**src/rtl/iort_pkg.sv**
```systemverilog
// Shared types, codes and sizes for the I/O range translation table.
package iort_pkg;

    localparam int ENTRIES = 32;
    localparam int IDX_W   = (ENTRIES > 1) ? $clog2(ENTRIES) : 1;
    localparam int DATA_W  = 64;

    localparam logic [IDX_W-1:0] LAST_IDX = IDX_W'(ENTRIES - 1);

    typedef enum logic [1:0] {
        MODE_INSERT  = 2'd0,
        MODE_XLATE   = 2'd1,
        MODE_REMOVE  = 2'd2,
        MODE_REVERSE = 2'd3
    } mode_t;

    typedef enum logic [1:0] {
        ST_OK   = 2'd0,
        ST_MISS = 2'd1,
        ST_FULL = 2'd2
    } status_t;

    typedef enum logic [1:0] {
        ALU_COVER = 2'd0,
        ALU_SUB   = 2'd1,
        ALU_ADD   = 2'd2,
        ALU_EQ    = 2'd3
    } alu_op_t;

    typedef enum logic [2:0] {
        S_IDLE,
        S_FETCH,
        S_SCAN,
        S_SUB,
        S_ADD,
        S_DONE
    } state_t;

    // First member sits in the high bits: handle lands in bits [63:0].
    typedef struct packed {
        logic [DATA_W-1:0] size;
        logic [DATA_W-1:0] phys;
        logic [DATA_W-1:0] virt;
        logic [DATA_W-1:0] handle;
    } entry_t;

    typedef struct packed {
        logic             en;
        logic             fill;   // 1 write entry and mark valid, 0 clear
        logic [IDX_W-1:0] idx;
    } wr_req_t;

    typedef struct packed {
        status_t           status;
        logic [DATA_W-1:0] addr;
    } res_t;

endpackage

```
**src/rtl/iort_seq.sv**
```systemverilog
// Sequencer: scans the entries one per cycle and drives the shared unit.
module iort_seq (
    input  logic                          aclk,
    input  logic                          aresetn,
    input  logic                          in_valid,
    output logic                          in_ready,
    input  iort_pkg::mode_t               in_mode,
    input  iort_pkg::entry_t              in_entry,
    output logic                          res_valid,
    input  logic                          res_take,
    output iort_pkg::res_t                res,
    output logic [iort_pkg::IDX_W-1:0]    rd_idx,
    input  iort_pkg::entry_t              rd_entry,
    output iort_pkg::wr_req_t             wr,
    output iort_pkg::entry_t              wr_entry,
    output iort_pkg::alu_op_t             alu_op,
    output logic [iort_pkg::DATA_W-1:0]   alu_x,
    output logic [iort_pkg::DATA_W-1:0]   alu_y,
    output logic [iort_pkg::DATA_W-1:0]   alu_z,
    input  logic [iort_pkg::DATA_W-1:0]   alu_res,
    input  logic                          alu_flag
);
    import iort_pkg::*;

    state_t            state_reg, state_next;
    logic [IDX_W-1:0]  idx_reg, idx_next;
    mode_t             mode_reg;
    entry_t            req_reg;
    logic [DATA_W-1:0] hit_virt_reg;
    logic [DATA_W-1:0] hit_phys_reg;
    logic [DATA_W-1:0] acc_reg;
    res_t              res_reg;
    logic              last;
    logic              accept;

    assign last   = (idx_reg == LAST_IDX);
    assign accept = (state_reg == S_IDLE) && in_valid;

    // Next state
    always_comb begin
        state_next = state_reg;
        unique case (state_reg)
            S_IDLE:  if (in_valid) state_next = S_FETCH;
            S_FETCH: state_next = S_SCAN;
            S_SCAN: begin
                if (alu_flag) begin
                    state_next = (mode_reg == MODE_XLATE) ? S_SUB : S_DONE;
                end else if (last) begin
                    state_next = S_DONE;
                end
            end
            S_SUB:   state_next = S_ADD;
            S_ADD:   state_next = S_DONE;
            S_DONE:  if (res_take) state_next = S_IDLE;
            default: state_next = S_IDLE;
        endcase
    end

    always_comb begin
        idx_next = idx_reg;
        if (accept) begin
            idx_next = '0;
        end else if (state_reg == S_SCAN && !alu_flag && !last) begin
            idx_next = IDX_W'(idx_reg + 1'b1);
        end
    end

    always_ff @(posedge aclk) begin
        if (!aresetn) begin
            state_reg <= S_IDLE;
            idx_reg   <= '0;
        end else begin
            state_reg <= state_next;
            idx_reg   <= idx_next;
        end
    end

    // Outputs: handshake, memory port, shared unit operands
    always_comb begin
        in_ready  = (state_reg == S_IDLE);
        res_valid = (state_reg == S_DONE);
        res       = res_reg;
        wr_entry  = req_reg;
        rd_idx    = (state_reg == S_SCAN && !last) ? IDX_W'(idx_reg + 1'b1) : idx_reg;

        wr.en   = (state_reg == S_SCAN) && alu_flag &&
                  (mode_reg == MODE_INSERT || mode_reg == MODE_REMOVE);
        wr.fill = (mode_reg == MODE_INSERT);
        wr.idx  = idx_reg;

        alu_op = ALU_EQ;
        alu_x  = '0;
        alu_y  = '0;
        alu_z  = '0;
        unique case (state_reg)
            S_SCAN: begin
                unique case (mode_reg) inside
                    MODE_INSERT: begin
                        alu_op = ALU_EQ;
                        alu_x  = rd_entry.handle;
                    end
                    MODE_XLATE, MODE_REMOVE: begin
                        alu_op = ALU_COVER;
                        alu_x  = rd_entry.phys;
                        alu_y  = rd_entry.size;
                        alu_z  = req_reg.phys;
                    end
                    default: begin
                        alu_op = ALU_EQ;
                        alu_x  = rd_entry.virt;
                        alu_y  = req_reg.virt;
                    end
                endcase
            end
            S_SUB: begin
                alu_op = ALU_SUB;
                alu_x  = req_reg.phys;
                alu_y  = hit_phys_reg;
            end
            S_ADD: begin
                alu_op = ALU_ADD;
                alu_x  = hit_virt_reg;
                alu_y  = acc_reg;
            end
            default: ;
        endcase
    end

    // Request and result payload
    always_ff @(posedge aclk) begin
        if (accept) begin
            mode_reg       <= in_mode;
            req_reg        <= in_entry;
            res_reg.status <= (in_mode == MODE_INSERT) ? ST_FULL : ST_MISS;
            res_reg.addr   <= '0;
        end
        if (state_reg == S_SCAN && alu_flag) begin
            case (mode_reg) inside
                MODE_INSERT, MODE_REMOVE: res_reg.status <= ST_OK;
                MODE_XLATE: begin
                    hit_virt_reg <= rd_entry.virt;
                    hit_phys_reg <= rd_entry.phys;
                end
                default: begin
                    // first virtual-base match decides; a free entry is a miss
                    if (rd_entry.handle != '0) begin
                        res_reg.status <= ST_OK;
                        res_reg.addr   <= rd_entry.handle;
                    end
                end
            endcase
        end
        if (state_reg == S_SUB) begin
            acc_reg <= alu_res;
        end
        if (state_reg == S_ADD) begin
            res_reg.status <= ST_OK;
            res_reg.addr   <= alu_res;
        end
    end

endmodule

```
**config.mk**
```make
export PLATFORM = sky130hd
export DESIGN_NAME = iort_seq
export DESIGN_NICKNAME = d
export VERILOG_FILES = /design/src/rtl/iort_pkg.sv /design/src/rtl/iort_seq.sv
export SDC_FILE = /design/constraint.sdc
export NUM_CORES = 1
export LEC_CHECK = 0
export BUFFER_PORTS_ARGS = -buffer_cell sky130_fd_sc_hd__buf_4
export CORE_AREA = 2 2 438 440
export DETAILED_ROUTE_END_ITERATION = 10
export DIE_AREA = 0 0 440 442
export MAX_ROUTING_LAYER = met4
export PLACE_DENSITY = 0.34
export SLEW_MARGIN = 20
export SYNTH_ARGS = -nofsm -noshare
export SYNTH_HDL_FRONTEND = slang
export SYNTH_SLANG_ARGS = --single-unit
export TNS_END_PERCENT = 10
```
**constraint.sdc**
```tcl
create_clock -name aclk -period 23.4 [get_ports aclk]
set_clock_uncertainty 0.15 [all_clocks]
set_input_delay 4.68 -clock aclk [delete_from_list [all_inputs] [get_ports aclk]]
set_output_delay 4.68 -clock aclk [all_outputs]
set_load 0.005 [all_outputs]
```
==> flow_metrics.env <==
export IMPL_status="completed"
export IMPL_routed_wl_um=165000
export IMPL_finalNonFillerCells=5389
export IMPL_nNetsFinal=3389
export IMPL_die_x_um=440
export IMPL_cts_resized=0
export IMPL_power_density_nw_per_um2=90.3
export IMPL_start_kind="input pin"
export IMPL_synthToLayoutAreaGrowth_pct=61.4
export IMPL_gp_congestion=0.876
export IMPL_endpoint_kind="output pin"
export IMPL_crit_start="rd_entry[171]"
export IMPL_largest_reg_flops=256
export IMPL_ant_nets=0
export IMPL_synth_top_flop_cell="edfxtp_1"
export IMPL_critical_path_class="in -> out"
export IMPL_clk_path_buf_depth=3
export IMPL_async_flop_share=0
export IMPL_synth_cells=1731
export IMPL_postCtsSetupBuffers=0
export IMPL_num_rows=160
export IMPL_cts_tree="yes"
export IMPL_vias_per_cell=3.72
export IMPL_drc_errors=0
export IMPL_ys_seq_area_frac=0.673
export IMPL_yosys_warnings=0
export IMPL_grt_use_total=0.168
export IMPL_worstPathMaxFanout=2
export IMPL_hold_viol_final=0
export IMPL_relSlewSlack=0.247
export IMPL_hp_start="res[65]$_SDFF_PP0_"
export IMPL_die_height_um=442
export IMPL_dr_pass1_iters=6
export IMPL_synth_top_cell_by_area="edfxtp_1"
export IMPL_htree_levels=3
export IMPL_worstPathArrival_ps=6470
export IMPL_io_buffers=1112
export IMPL_root_buffer="clkbuf_16"
export IMPL_grt_pass1_vias=20100
export IMPL_coreArea_um2=190000
export IMPL_finalSetupViolCount=0
export IMPL_fmax_mhz=88.5
export IMPL_critPathRequiredTime_ps=18570
export IMPL_ys_ff_latch=524
export IMPL_rsz0062_at_grt="no"
export IMPL_fin_setup_tns_ps=0
export IMPL_place_inst=5233
export IMPL_avgSynthCellArea_um2=12.9
export IMPL_synth_area_leaders="edfxtp_1 (61%), dfxtp_1 (6.7%), a22o_1 (5.0%)"
export IMPL_dieArea_um2=194000
export IMPL_synth_cell_types=41
export IMPL_drv_cap=0
export IMPL_grt_antenna_before_repair=23
export IMPL_reg2reg_from="state_reg[0]$_SDFFE_PN0P_"
export IMPL_drt_iter0_drc=1636
export IMPL_total_power_mw=3.25
export IMPL_io_pins=1113
export IMPL_cts_sinks=524
export IMPL_cellLeakagePower_nw=13.8
export IMPL_hpwl_um=128000
export IMPL_grt_pass1_wl_um=209000
export IMPL_grt_ovfl_total=0
export IMPL_fin_crit_sh=0.483
export IMPL_grt_max_degree=142
export IMPL_worst_slew_pin_slew_ps=1130
export IMPL_synth_top_area_frac=0.607
export IMPL_period_minus_slack_ps=11300
export IMPL_clkTransAtPathRegs_ps=60
export IMPL_yosys_cell_count_top_type="edfxtp_1"
export IMPL_hold_class="reg -> reg"
export IMPL_synth_top_cells_by_count="edfxtp_1 (450), a21oi_1 (176), nor2_1 (138)"
export IMPL_synth_net_count=2320
export IMPL_vias=20100
export IMPL_start_util=0.117
export IMPL_syn_area_um2=22300
export IMPL_cts_hold_buf=0
export IMPL_clock_latency_ps=680
export IMPL_synth_edff_count=450
export IMPL_numCtsBuffers=76
export IMPL_final_max_slew_viol_count=0
export IMPL_num_fill_cells=21000
export IMPL_drive_gt1_frac=0.475
export IMPL_wl_per_cell_um=30.7
export IMPL_peakVddDrop_uv=49.2
cell usage in the layout (no fill, tap or decap), types with 73 or more instances in the layout:
| cell type | synthesis | final |
|---|---|---|
| edfxtp_1 | 450 | 450 |
| dfxtp_1 | 74 | 73 |
| a22o_1 | 127 | 127 |
| buf_4 | 4 | 1141 |
| a21oi_1 | 176 | 176 |
| clkbuf_16 | 0 | 78 |
| a22oi_1 | 128 | 128 |
| nor2_1 | 138 | 138 |
| o21ai_0 | 111 | 111 |
| nand2_1 | 136 | 134 |
path summary, 6_finish.rpt:
kind / slack, ps / end / cells past startpoint
worst min-delay path: 320 / res[65]$_SDFF_PP0_ / 2
worst max register to register: 18540 / wr_entry[156]$_DFFE_PP_ / 6
worst max-delay path: 12100 / alu_x[43] / 7
worst min register to register: 320 / res[65]$_SDFF_PP0_ / 2
routing by layer:
| metal | share of wire | vias to the layer above | global-route usage | wire [µm] |
|---|---|---|---|---|
| met2 | 0.53 | 804 | 0.295 | 86800 |
| met5 | 0 | - | - | 0 |
| met1 | 0.40 | 10300 | 0.192 | 65400 |
| li1 | - | 8799 | - | - |
| met4 | 0.019 | 0 | 0.0378 | 3160 |
| met3 | 0.060 | 142 | 0.0395 | 9920 |
through the flow:
| step | area (µm²) | hold slack, ps | setup WS (ps) | util |
|---|---|---|---|---|
| floorplan | 22300 | 303 | 4240 | - |
| global placement | 33400 | 306 | 11850 | 0.176 |
| detailed placement | 33400 | 309 | 11850 | 0.176 |
| CTS | 35900 | 317 | 11840 | 0.189 |
| global route | 35900 | 346 | 11880 | 0.190 |
| finish | 35900 | 320 | 12100 | 0.190 |
cell type report:
type,instances,area [µm²],area share
well taps,2511,3140,0.0874
clock buffers,103,2140,0.0594
flip-flops and latches,524,15000,0.417
inverters,6,30.0,0.000836
repair buffers,1143,8610,0.239
clock inverters,36,347,0.00964
diodes,17,42.5,0.00118
multi-input cells,1049,6640,0.185
report_power, final:
part	total, mW	internal [mW]	leakage, nW	switching [mW]
logic	0.823	0.336	7.84	0.486
clock network	1.19	0.696	1.21	0.498
registers	1.23	1.14	4.79	0.0869
logic make-up (layout without fill, tap and decap cells):
group	count (synthesis)	count (layout)	synth area share
AOI/OAI and AO/OA	648	648	0.206
and+or+nand+nor	383	383	0.0787
adders and majority gates	6	6	0.00337
muxes	6	6	0.00286
buffers and inverters	158	1288	0.0337
xor gates and xnor gates	6	6	0.00236
other	0	17	0
DFF	524	524	0.673
critical path, cell delays in order:
cell and delay [ps]:
buf_4 120, a22oi_1 720, nor2_1 280, a21oi_1 180, o21ai_0 100, a22o_1 220, buf_4 160
No activity file was read; power rests on OpenSTA's default activity.
