### src/rtl/iort_pkg.sv
// Shared types, codes and sizes for the I/O range translation table.
package iort_pkg;

    localparam int ENTRIES = 32;
    localparam int IDX_W   = (ENTRIES > 1) ? $clog2(ENTRIES) : 1;
    localparam int DATA_W  = 64;

    localparam logic [IDX_W-1:0] LAST_IDX = IDX_W'(ENTRIES - 1);

    typedef enum logic [1:0] {
        MODE_INSERT  = 2'd0,
        MODE_XLATE   = 2'd1,
        MODE_REMOVE  = 2'd2,
        MODE_REVERSE = 2'd3
    } mode_t;

    typedef enum logic [1:0] {
        ST_OK   = 2'd0,
        ST_MISS = 2'd1,
        ST_FULL = 2'd2
    } status_t;

    typedef enum logic [1:0] {
        ALU_COVER = 2'd0,
        ALU_SUB   = 2'd1,
        ALU_ADD   = 2'd2,
        ALU_EQ    = 2'd3
    } alu_op_t;

    typedef enum logic [2:0] {
        S_IDLE,
        S_FETCH,
        S_SCAN,
        S_SUB,
        S_ADD,
        S_DONE
    } state_t;

    // First member sits in the high bits: handle lands in bits [63:0].
    typedef struct packed {
        logic [DATA_W-1:0] size;
        logic [DATA_W-1:0] phys;
        logic [DATA_W-1:0] virt;
        logic [DATA_W-1:0] handle;
    } entry_t;

    typedef struct packed {
        logic             en;
        logic             fill;   // 1 write entry and mark valid, 0 clear
        logic [IDX_W-1:0] idx;
    } wr_req_t;

    typedef struct packed {
        status_t           status;
        logic [DATA_W-1:0] addr;
    } res_t;

endpackage

### src/rtl/iort_alu.sv
// Shared 64-bit add/subtract and compare unit.
module iort_alu (
    input  iort_pkg::alu_op_t             op,
    input  logic [iort_pkg::DATA_W-1:0]   x,
    input  logic [iort_pkg::DATA_W-1:0]   y,
    input  logic [iort_pkg::DATA_W-1:0]   z,
    output logic [iort_pkg::DATA_W-1:0]   res,
    output logic                          flag
);
    import iort_pkg::*;

    logic [DATA_W-1:0] y_eff;
    logic              cin;

    always_comb begin
        y_eff = (op == ALU_SUB) ? ~y : y;
        cin   = (op == ALU_SUB);
        res   = x + y_eff + DATA_W'(cin);
    end

    always_comb begin
        unique case (op)
            ALU_COVER: flag = (x <= z) && (res > z);   // base <= a < base + size
            ALU_EQ:    flag = (x == y);
            default:   flag = 1'b0;
        endcase
    end

endmodule

### config.mk
export PLATFORM = sky130hd
export DESIGN_NAME = iort_alu
export DESIGN_NICKNAME = d
export VERILOG_FILES = /design/src/rtl/iort_pkg.sv /design/src/rtl/iort_alu.sv
export SDC_FILE = /design/constraint.sdc
export NUM_CORES = 1
export LEC_CHECK = 0
export ABC_AREA = 1
export BUFFER_PORTS_ARGS = -buffer_cell sky130_fd_sc_hd__buf_2
export CORE_AREA = 2 2 167 120
export DETAILED_ROUTE_END_ITERATION = 12
export DIE_AREA = 0 0 169 122
export PLACE_DENSITY_LB_ADDON = 0.25
export SKIP_LAST_GASP = 1
export SYNTH_ARGS = -nofsm -noshare
export SYNTH_HDL_FRONTEND = slang
export SYNTH_SLANG_ARGS = --single-unit
### constraint.sdc
create_clock -name vclk -period 7.4
set_clock_uncertainty 0.1 [all_clocks]
set_input_delay 1.48 -clock vclk [all_inputs]
set_output_delay 1.48 -clock vclk [all_outputs]
set_load 0.02 [all_outputs]
==> results of run 1 <==
cell families (layout without fill, tap and decap cells):
group                      count (synthesis)  in the layout  share of synthesized area, %
adders and majority gates                195            195                         26.29
xor gates and xnor gates                 157            157                         14.77
and+or+nand+nor                          707            707                         31.46
buffers and inverters                    268            634                         10.85
AOI/OAI and AO/OA                        271            271                         16.63
synth_stat cells, types with 4 or more instances:
master / count
a21o_1: 9
a21oi_1: 143
a31oi_1: 15
buf_1: 6
ha_1: 194
inv_1: 235
inv_2: 25
nand2_1: 381
nand3_1: 67
nand4_1: 19
nor2_1: 168
nor3_1: 35
nor4_1: 8
o211ai_1: 4
o21a_1: 8
o21ai_0: 48
o21ai_1: 12
o21bai_1: 16
or2_2: 16
xnor2_1: 23
xor2_1: 134
worst min path at each step:
stage               depth (start not counted)  slack (ps)  endpoint  from
global route                                4        3340    res[0]  x[0]
CTS                                         4        3300    res[0]  x[0]
detailed placement                          4        3290    res[0]  x[0]
finish                                      4        3300    res[0]  x[0]
floorplan                                   2        3080    res[0]  x[0]
global placement                            4        3290    res[0]  x[0]
layout make-up:
| type | instances | area (um^2) | share of cell area [%] |
|---|---|---|---|
| well taps | 247 | 309.0 | 2.568 |
| inverters | 261 | 979.7 | 8.140 |
| multi-input cells | 1330 | 8512 | 70.72 |
| repair buffers | 373 | 2235 | 18.57 |
per-layer routing:
metal | up-vias | part of all wire, % | GRT usage (%)
li1 | 5961 | - | -
met1 | 5228 | 51 | 53.49
met2 | 462 | 39 | 51.36
met3 | 21 | 8.5 | 2.956
met4 | 0 | 0.98 | 3.205
met5 | - | 0 | 0
where the power goes:
group / switching, uW / internal (uW)
logic: 1050 / 630
registers: 0 / 0
clock network: 0 / 0
total: 1050 / 630
critical path, stage by stage:
cell	delay, ps
buf_2	100
inv_1	100
ha_4	270
clkbuf_16	220
xor2_1	160
ha_1	260
inv_1	70
o21ai_0	130
a31oi_1	260
buf_4	180
o21ai_1	120
o21bai_2	240
buf_4	140
a21oi_1	160
nand2_1	70
nand2_1	60
nand2_1	130
ha_1	310
nand2_1	70
nor4_2	310
nand2_1	150
inv_1	70
a21oi_1	100
a21oi_1	160
nand2_1	90
a21oi_2	180
buf_4	170
metrics by stage:
stage	setup TNS [ps]	setup slack (ps)	cells	hold WS, ps
floorplan	0	414.3	1598	3077
global placement	-57.92	-57.92	2208	3287
detailed placement	-81.94	-81.94	2208	3295
CTS	0	3.461	2208	3299
global route	-153.6	-153.6	2211	3341
finish	0	37.98	2211	3301
timing repair:
action / CTS / global route
setup endpoints to repair: 1 / 1
pin swaps: 0 / 9
gates cloned: 0 / 2
resized for setup: 5 / 46
buffers inserted: 0 / 1
==> run metrics, run 1 <==
placed cell areas ~12000 um^2; Max-slew headroom 27.61%; Layout area overhead 29.31%; sequential cell count 0; hold_buf cts 0; FILL cells 1910; I/O pin cnt 259; Yosys cell types 42; worst setup path endpoint flag; Synth area leader ha_1; via-per-instance ratio 5.279; outcome completed; area share of the largest cell type after synthesis 26.08%; Peak VDD IR slightly below 0.1 mV; Util after Layout around 62%; share of the yosys chip area belonging to registers 0%; share of layout cells above drive strength 1 about a quarter; worst min path class input pin to output pin; RSZ-0062 raised after global routing yes; Core ar. 19260 um^2; final max-slew violation count 0; Setup Viol. Count Final 0; Critical Path RT 5820 ps; antenna cell count 0; antenna violation net count after detailed routing 0; top post-synthesis cells by area ha_1 (26%), nand2_1 (15%), xor2_1 (13%); Starting Density 48.32%; Final Cell Area 12040 um^2; Vias 11.67k; total grt overflow 0; final worst path period share 99.49%; I/O Buffers approximately 260; syn nets 1987; post-DP HPWL 32810 um; GP Congestion 0.9773; TritonRoute pass-1 iters 6; commonest non-fill, non-tap cell in the layout nand2_1; critical path startpoint category input pin; max cap viols 0; post-layout minimum cycle time 7362 ps; crit path DAT 5780 ps; static leakage 0.006737 uW; Fin. Hold Viols 0; Synth Warn # 0; Die ar. 20620 um^2; largest net degree at the start of global routing 24; final net count approximately 2.4k; DRC Markers 0; CP max FO 7; clock buffers 0; Post-Syn Instances 1598; initial antenna violation count 0; Iter 0 DRT Violations between 900 and 1k; row cnt between 40 and 50; most frequent cells in the layout nand2_1 (376), buf_2 (258), inv_1 (235); Pwr Density 139.2 nW/um^2; Avg Inst Size Synth around 5.8 um^2; Die Y 122 um; Setup crit start op[1]; DIE WIDTH 169 um; total power between 1500 and 2000 uW; critical path type input pin to output pin; WL/cell 16.64 um; Max Clk Rate 0.1358 GHz; critical path capture point type output pin; first-pass GRT wire length 55950 um; Reg area 0 um^2; Total Routing Usage GR 34.03%; Syn Std Cell Area 9308 um^2; Post-Route WL 36790 um; Slew @ Worst Pin 1076 ps; vias in the first global route 10.58k
Power figures use the tool's default switching activity.
==> run 2: changes to the inputs <==
--- a/config.mk
+++ b/config.mk
@@ -7,9 +7,10 @@
 export LEC_CHECK = 0
 export ABC_AREA = 1
 export BUFFER_PORTS_ARGS = -buffer_cell sky130_fd_sc_hd__buf_2
-export CORE_AREA = 2 2 167 120
+export CORE_AREA = 2 2 214 153
 export DETAILED_ROUTE_END_ITERATION = 12
-export DIE_AREA = 0 0 169 122
+export DIE_AREA = 0 0 216 155
+export GPL_TIMING_DRIVEN = 0
 export PLACE_DENSITY_LB_ADDON = 0.25
 export SKIP_LAST_GASP = 1
 export SYNTH_ARGS = -nofsm -noshare
==> run metrics, run 2 (same netlist as run 1, synthesis figures left out) <==
HP Start x[0]; total grt overflow 0 (unchanged); Total Routing Usage GR 23.10% (-11 points); multi-input logic area 9941 um^2 (+17%); final max-slew violation count 0 (unchanged); critical path type input pin to output pin; Max-slew headroom 33.20% (+5.6 points); GP Congestion 0.9265 (-5.2%); Post-Route WL 42070 um (+14%); post-DP HPWL 36330 um (+11%); Setup Viol. Count Final 0 (unchanged); DR top layer met5; worst min path class input pin to output pin; outcome completed; WHS Path Cells 4 (unchanged); commonest non-fill, non-tap cell in the layout nand2_1; static leakage 0.006707 uW (-0.44%); FILL cells 3423 (+79%); Comb power frac 100.0% (about the same); P_sw 1155 uW (+10%); via-per-instance ratio 4.907 (-7.1%); Layout area overhead 43.89%; vias in the first global route 10.71k (+1.2%); Critical Path RT 5820 ps (about the same); Flop pwr share 0% (unchanged); share of layout cells above drive strength 1 34.05% (+10 points); WL/cell 18.03 um (+8.4%); Die Y 155 um (+27%); antenna violation net count after detailed routing 0 (unchanged); Vias 11.45k (-1.9%); hold_buf cts 0 (unchanged); Slew @ Worst Pin 992.8 ps (-83.04 ps); sequential cell count 0 (unchanged); wl on met1 22030 um (+17%); max cap viols 0 (unchanged); row cnt 55 (+28%); Int Power 675.7 uW (+7.2%); largest net degree at the start of global routing 11 (-54%); Reg area 0 um^2 (unchanged); Die ar. 33480 um^2 (+62%); Max Clk Rate 0.1373 GHz (+1.1%); Iter 0 DRT Violations 750 (-21%); Peak VDD IR 0.06647 mV (-31%); DRC Markers 0 (unchanged); Fin. Hold Viols 0 (unchanged); met2 WL 16760 um (+15%); crit path DAT 5710 ps (-70 ps); Clk network pwr share 0% (unchanged); I/O Buffers 259 (unchanged); Starting Density 29.40% (-19 points); initial antenna violation count 4 (+4); post-layout minimum cycle time 7285 ps (-76.81 ps); Core ar. 31660 um^2 (+64%); DIE WIDTH 216 um (+28%); Switching Share 63.09% (+0.70 points); clock buffers 0 (unchanged); placed cell areas 11140 um^2 (-5.3%); WHS Endpoint res[0]; critical path startpoint category input pin; Pwr Density 136.7 nW/um^2 (-1.8%); most frequent cells in the layout nand2_1 (328), buf_2 (258), inv_1 (228); I/O pin cnt 259 (unchanged); TritonRoute pass-1 iters 5 (-1); Final Cell Area 13390 um^2 (+11%); CP max FO 5 (-2); first-pass GRT wire length 60730 um (+8.5%); final net count 2297 (-2.5%); final worst path period share 98.45% (-1.0 points); Util after Layout 42.31% (-20 points); routed length on met3 2893 um (-7.6%); critical path capture point type output pin
-- run 2: worst max path at each step --
stage	startpoint	to	slack [ps]	depth (start not counted)
floorplan	op[1]	flag	410	27
global placement	op[1]	flag	-1390	29
detailed placement	op[1]	flag	-1370	29
CTS	op[1]	flag	5	29
global route	op[1]	flag	-70	24
finish	op[1]	flag	110	25
-- run 2: worst max-delay path: stages --
cell and delay [ps]:
buf_2 100, inv_2 50, ha_4 190, clkbuf_16 190
buf_16 160, xor2_1 150, ha_1 390, nand2_2 120
nor2_4 120, inv_1 100, nor2_1 140, inv_2 90
nor3_4 310, a21oi_4 130, xor2_2 180, ha_1 320
nand4_1 140, nor3_4 190, nand3b_1 280, nor2_2 220
nand2_1 80, a21oi_2 110, nand2_1 100, a21oi_4 190
buf_6 150
-- run 2: what timing repair did --
action	4_1_cts	5_1_grt
gates resized for setup	120	297
gates cloned	0	6
hold endpoints to repair	0	0
setup endpoints to repair	1	1
pin swaps	16	87
buffers inserted	6	37
-- run 2: routing by layer --
layer	up-vias	global-route usage, %
met5	-	0
met4	4	1.794
met2	352	33.49
met3	29	3.343
met1	5253	36.58
li1	5814	-
-- run 2: through the flow --
stage / total power (uW) / setup slack (ps) / instances / setup TNS [ps] / hold WS [ps]
2_1_floorplan: 962.7 / 414.3 / 1598 / 0 / 3077
3_3_place_gp: 1470 / -1387 / 2284 / -1387 / 3390
3_5_place_dp: 1484 / -1369 / 2284 / -1369 / 3389
4_1_cts: 1561 / 5.388 / 2290 / 0 / 3355
5_1_grt: 2001 / -69.00 / 2333 / -69.00 / 3421
6_report: 1831 / 114.8 / 2334 / 0 / 3396
-- run 2: power by group through the flow --
stage	Clock [uW]	Sequential, uW	Combinational [uW]
after global routing	0	0	2000
after CTS	0	0	1560
after floorplan	0	0	963
after detailed placement	0	0	1480
final	0.0000181	0	1830
after global placement	0	0	1470
-- run 2: area by class of cell --
cell class / instances / share of cell area (%)
multi-input cells: 1330 / 74.22
repair buffers: 308 / 13.35
inverters: 261 / 7.315
well taps: 427 / 3.989
plain buffers: 7 / 1.102
diodes: 1 / 0.01868
==> run 3: changes to the inputs <==
--- a/config.mk
+++ b/config.mk
@@ -5,13 +5,13 @@
 export SDC_FILE = /design/constraint.sdc
 export NUM_CORES = 1
 export LEC_CHECK = 0
-export ABC_AREA = 1
+export ABC_AREA = 0
 export BUFFER_PORTS_ARGS = -buffer_cell sky130_fd_sc_hd__buf_2
-export CORE_AREA = 2 2 214 153
+export CORE_AREA = 2 2 199 142
 export DETAILED_ROUTE_END_ITERATION = 12
-export DIE_AREA = 0 0 216 155
+export DIE_AREA = 0 0 201 144
 export GPL_TIMING_DRIVEN = 0
-export PLACE_DENSITY_LB_ADDON = 0.25
+export PLACE_DENSITY = 0.47
 export SKIP_LAST_GASP = 1
 export SYNTH_ARGS = -nofsm -noshare
 export SYNTH_HDL_FRONTEND = slang
==> run metrics, run 3 <==
outcome finished, violations left; failing checks negative setup slack; clock buffers 0 (unchanged); most frequent cells in the layout buf_2 (258), ha_1 (171), xor2_1 (108); via-per-instance ratio 5.208 (+6.1%); first-pass GRT wire length 52870 um (-13%); synth cell count leaders ha_1 (194), xor2_1 (122), a21oi_1 (114); I/O pin cnt 259 (unchanged); critical path type input pin to output pin; P_sw 976.0 uW (-15%); Starting Density 29.32% (-0.083 points); placed cell areas 9887 um^2 (-11%); Post-Syn Instances 1103 (-31%); commonest non-fill, non-tap cell in the layout buf_2; row cnt 51 (-7.3%); Int Power 635.8 uW (-5.9%); Synth Warn # 0 (unchanged); Hold WS 3378 ps (-17.73 ps); final worst path period share 110.2% (+12 points); share of layout cells above drive strength 1 32.22% (-1.8 points); Vias 9276 (-19%); most common cell in the synthesized netlist ha_1; worst min path class input pin to output pin; Post-Route WL 36130 um (-14%); Die ar. 28940 um^2 (-14%); critical path startpoint category input pin; CP max FO 7 (+2); Max Clk Rate 0.1227 GHz (-11%); final worst setup slack -752.4 ps (-867.2 ps); TritonRoute pass-1 iters 5 (unchanged); Comb power frac 100.0% (about the same); I/O Buffers 259 (unchanged); Clk network pwr share 0% (unchanged); vias in the first global route 8976 (-16%); post-DP HPWL 31450 um (-13%); Total Routing Usage GR 23.64% (+0.54 points); crit path DAT 6570 ps (+860 ps); critical path capture point type output pin; Syn Std Cell Area 7989 um^2 (-14%); Setup Viol. Count Final 1 (+1); Slew @ Worst Pin 795.2 ps (-197.6 ps); Synth area leader ha_1; Flop pwr share 0% (unchanged); Pwr Density 144.3 nW/um^2 (+5.5%); Switching Share 60.55% (-2.5 points); Reg area 0 um^2 (unchanged); post-layout minimum cycle time 8152 ps (+867.2 ps); share of the yosys chip area belonging to registers 0% (unchanged); final net count 1797 (-22%); max cap viols 0 (unchanged); DRC Markers 0 (unchanged); Critical Path RT 5820 ps (about the same); Fin. Hold Viols 0 (unchanged); Peak VDD IR 0.07563 mV (+14%); Layout area overhead 39.86%; antenna violation net count after detailed routing 0 (unchanged); RSZ-0062 raised after global routing yes; static leakage 0.005653 uW (-16%); initial antenna violation count 3 (-1); top post-synthesis cells by area ha_1 (30%), xor2_1 (13%), a21oi_1 (7.1%); GP Congestion 0.9348 (+0.90%); Final Cell Area 11170 um^2 (-17%); WL/cell 20.29 um (+13%); multi-input logic area 8358 um^2 (-16%); Max-slew headroom 46.50% (+13 points); Core ar. 27250 um^2 (-14%); syn nets 1492 (-25%); Yosys cell types 64 (+52%); FILL cells 2925 (-15%); Die Y 144 um (-7.1%); DIE WIDTH 201 um (-6.9%); total grt overflow 0 (unchanged); final max-slew violation count 0 (unchanged); sequential cell count 0 (unchanged); area share of the largest cell type after synthesis 30.38% (+4.3 points); largest net degree at the start of global routing 11 (unchanged); Avg Inst Size Synth 7.243 um^2 (+24%); Iter 0 DRT Violations 676 (-9.9%); hold_buf cts 0 (unchanged)
[run 3: critical path, cell delays in order]
cell	delay (ps)
buf_4	130
ha_4	170
buf_12	150
buf_12	140
xor2_1	140
ha_1	370
buf_4	140
nand2_1	130
nor4_2	370
nand3_1	160
nand3_2	210
a21oi_4	120
o31ai_4	310
a21bo_1	210
a21oi_4	90
o21ai_2	170
xor2_2	100
ha_1	310
nand3_2	120
nor2_4	150
nand2_2	90
nor3_4	340
nand4_1	130
buf_4	180
or3_4	320
nand4_1	110
o21ai_2	70
buf_6	140
[run 3: through the flow]
stage,total power [uW],util (%),std cells,TNS (ps),worst slack (ps)
after floorplan,943.1,-,1103,0,4.061
after global placement,1415,36.29,1733,-1927,-1927
after detailed placement,1416,36.29,1733,-1983,-1983
after CTS,1517,38.59,1754,-739.3,-739.3
after global routing,1768,41.00,1780,-913.3,-913.3
final,1612,41.01,1781,-752.4,-752.4
[run 3: final timing paths]
kind                  startpoint     end  slack [ps]  depth (start not counted)
worst max-delay path       op[0]    flag        -750                         28
worst min-delay path        x[0]  res[0]        3380                          4
[run 3: kinds of logic after synthesis]
family,Yosys count,synth area share [%]
buffers and inverters,128,6.139
and+or+nand+nor,273,17.45
adders and majority gates,195,30.63
muxes,1,0.1253
AOI/OAI and AO/OA,333,26.69
xor gates and xnor gates,173,18.97
[run 3: repair_timing]
action,4_1_cts,5_1_grt
gates cloned,1,2
setup endpoints to repair,1,1
buffers inserted,26,25
pin swaps,39,59
hold endpoints to repair,0,0
gates resized for setup,92,88
[run 3: area by class of cell]
class,count,area share [%]
multi-input cells,975,74.80
repair buffers,312,15.87
well taps,371,4.155
inverters,98,3.315
plain buffers,21,1.769
diodes,4,0.08959
[run 3: power by group through the flow]
stage / clock network (uW) / registers, uW / logic (uW)
finish: 0.0000726 / 0 / 1610
global route: 0.0000543 / 0 / 1770
CTS: 0 / 0 / 1520
detailed placement: 0 / 0 / 1420
global placement: 0 / 0 / 1420
floorplan: 0 / 0 / 943
[run 3: layer usage]
layer | up-vias | wire length (um) | global-route usage [%]
li1 | 4657 | - | -
met1 | 4300 | 18100 | 35.45
met2 | 299 | 15030 | 35.62
met3 | 20 | 2531 | 3.943
met4 | 0 | 461 | 3.470
met5 | - | 0 | 0
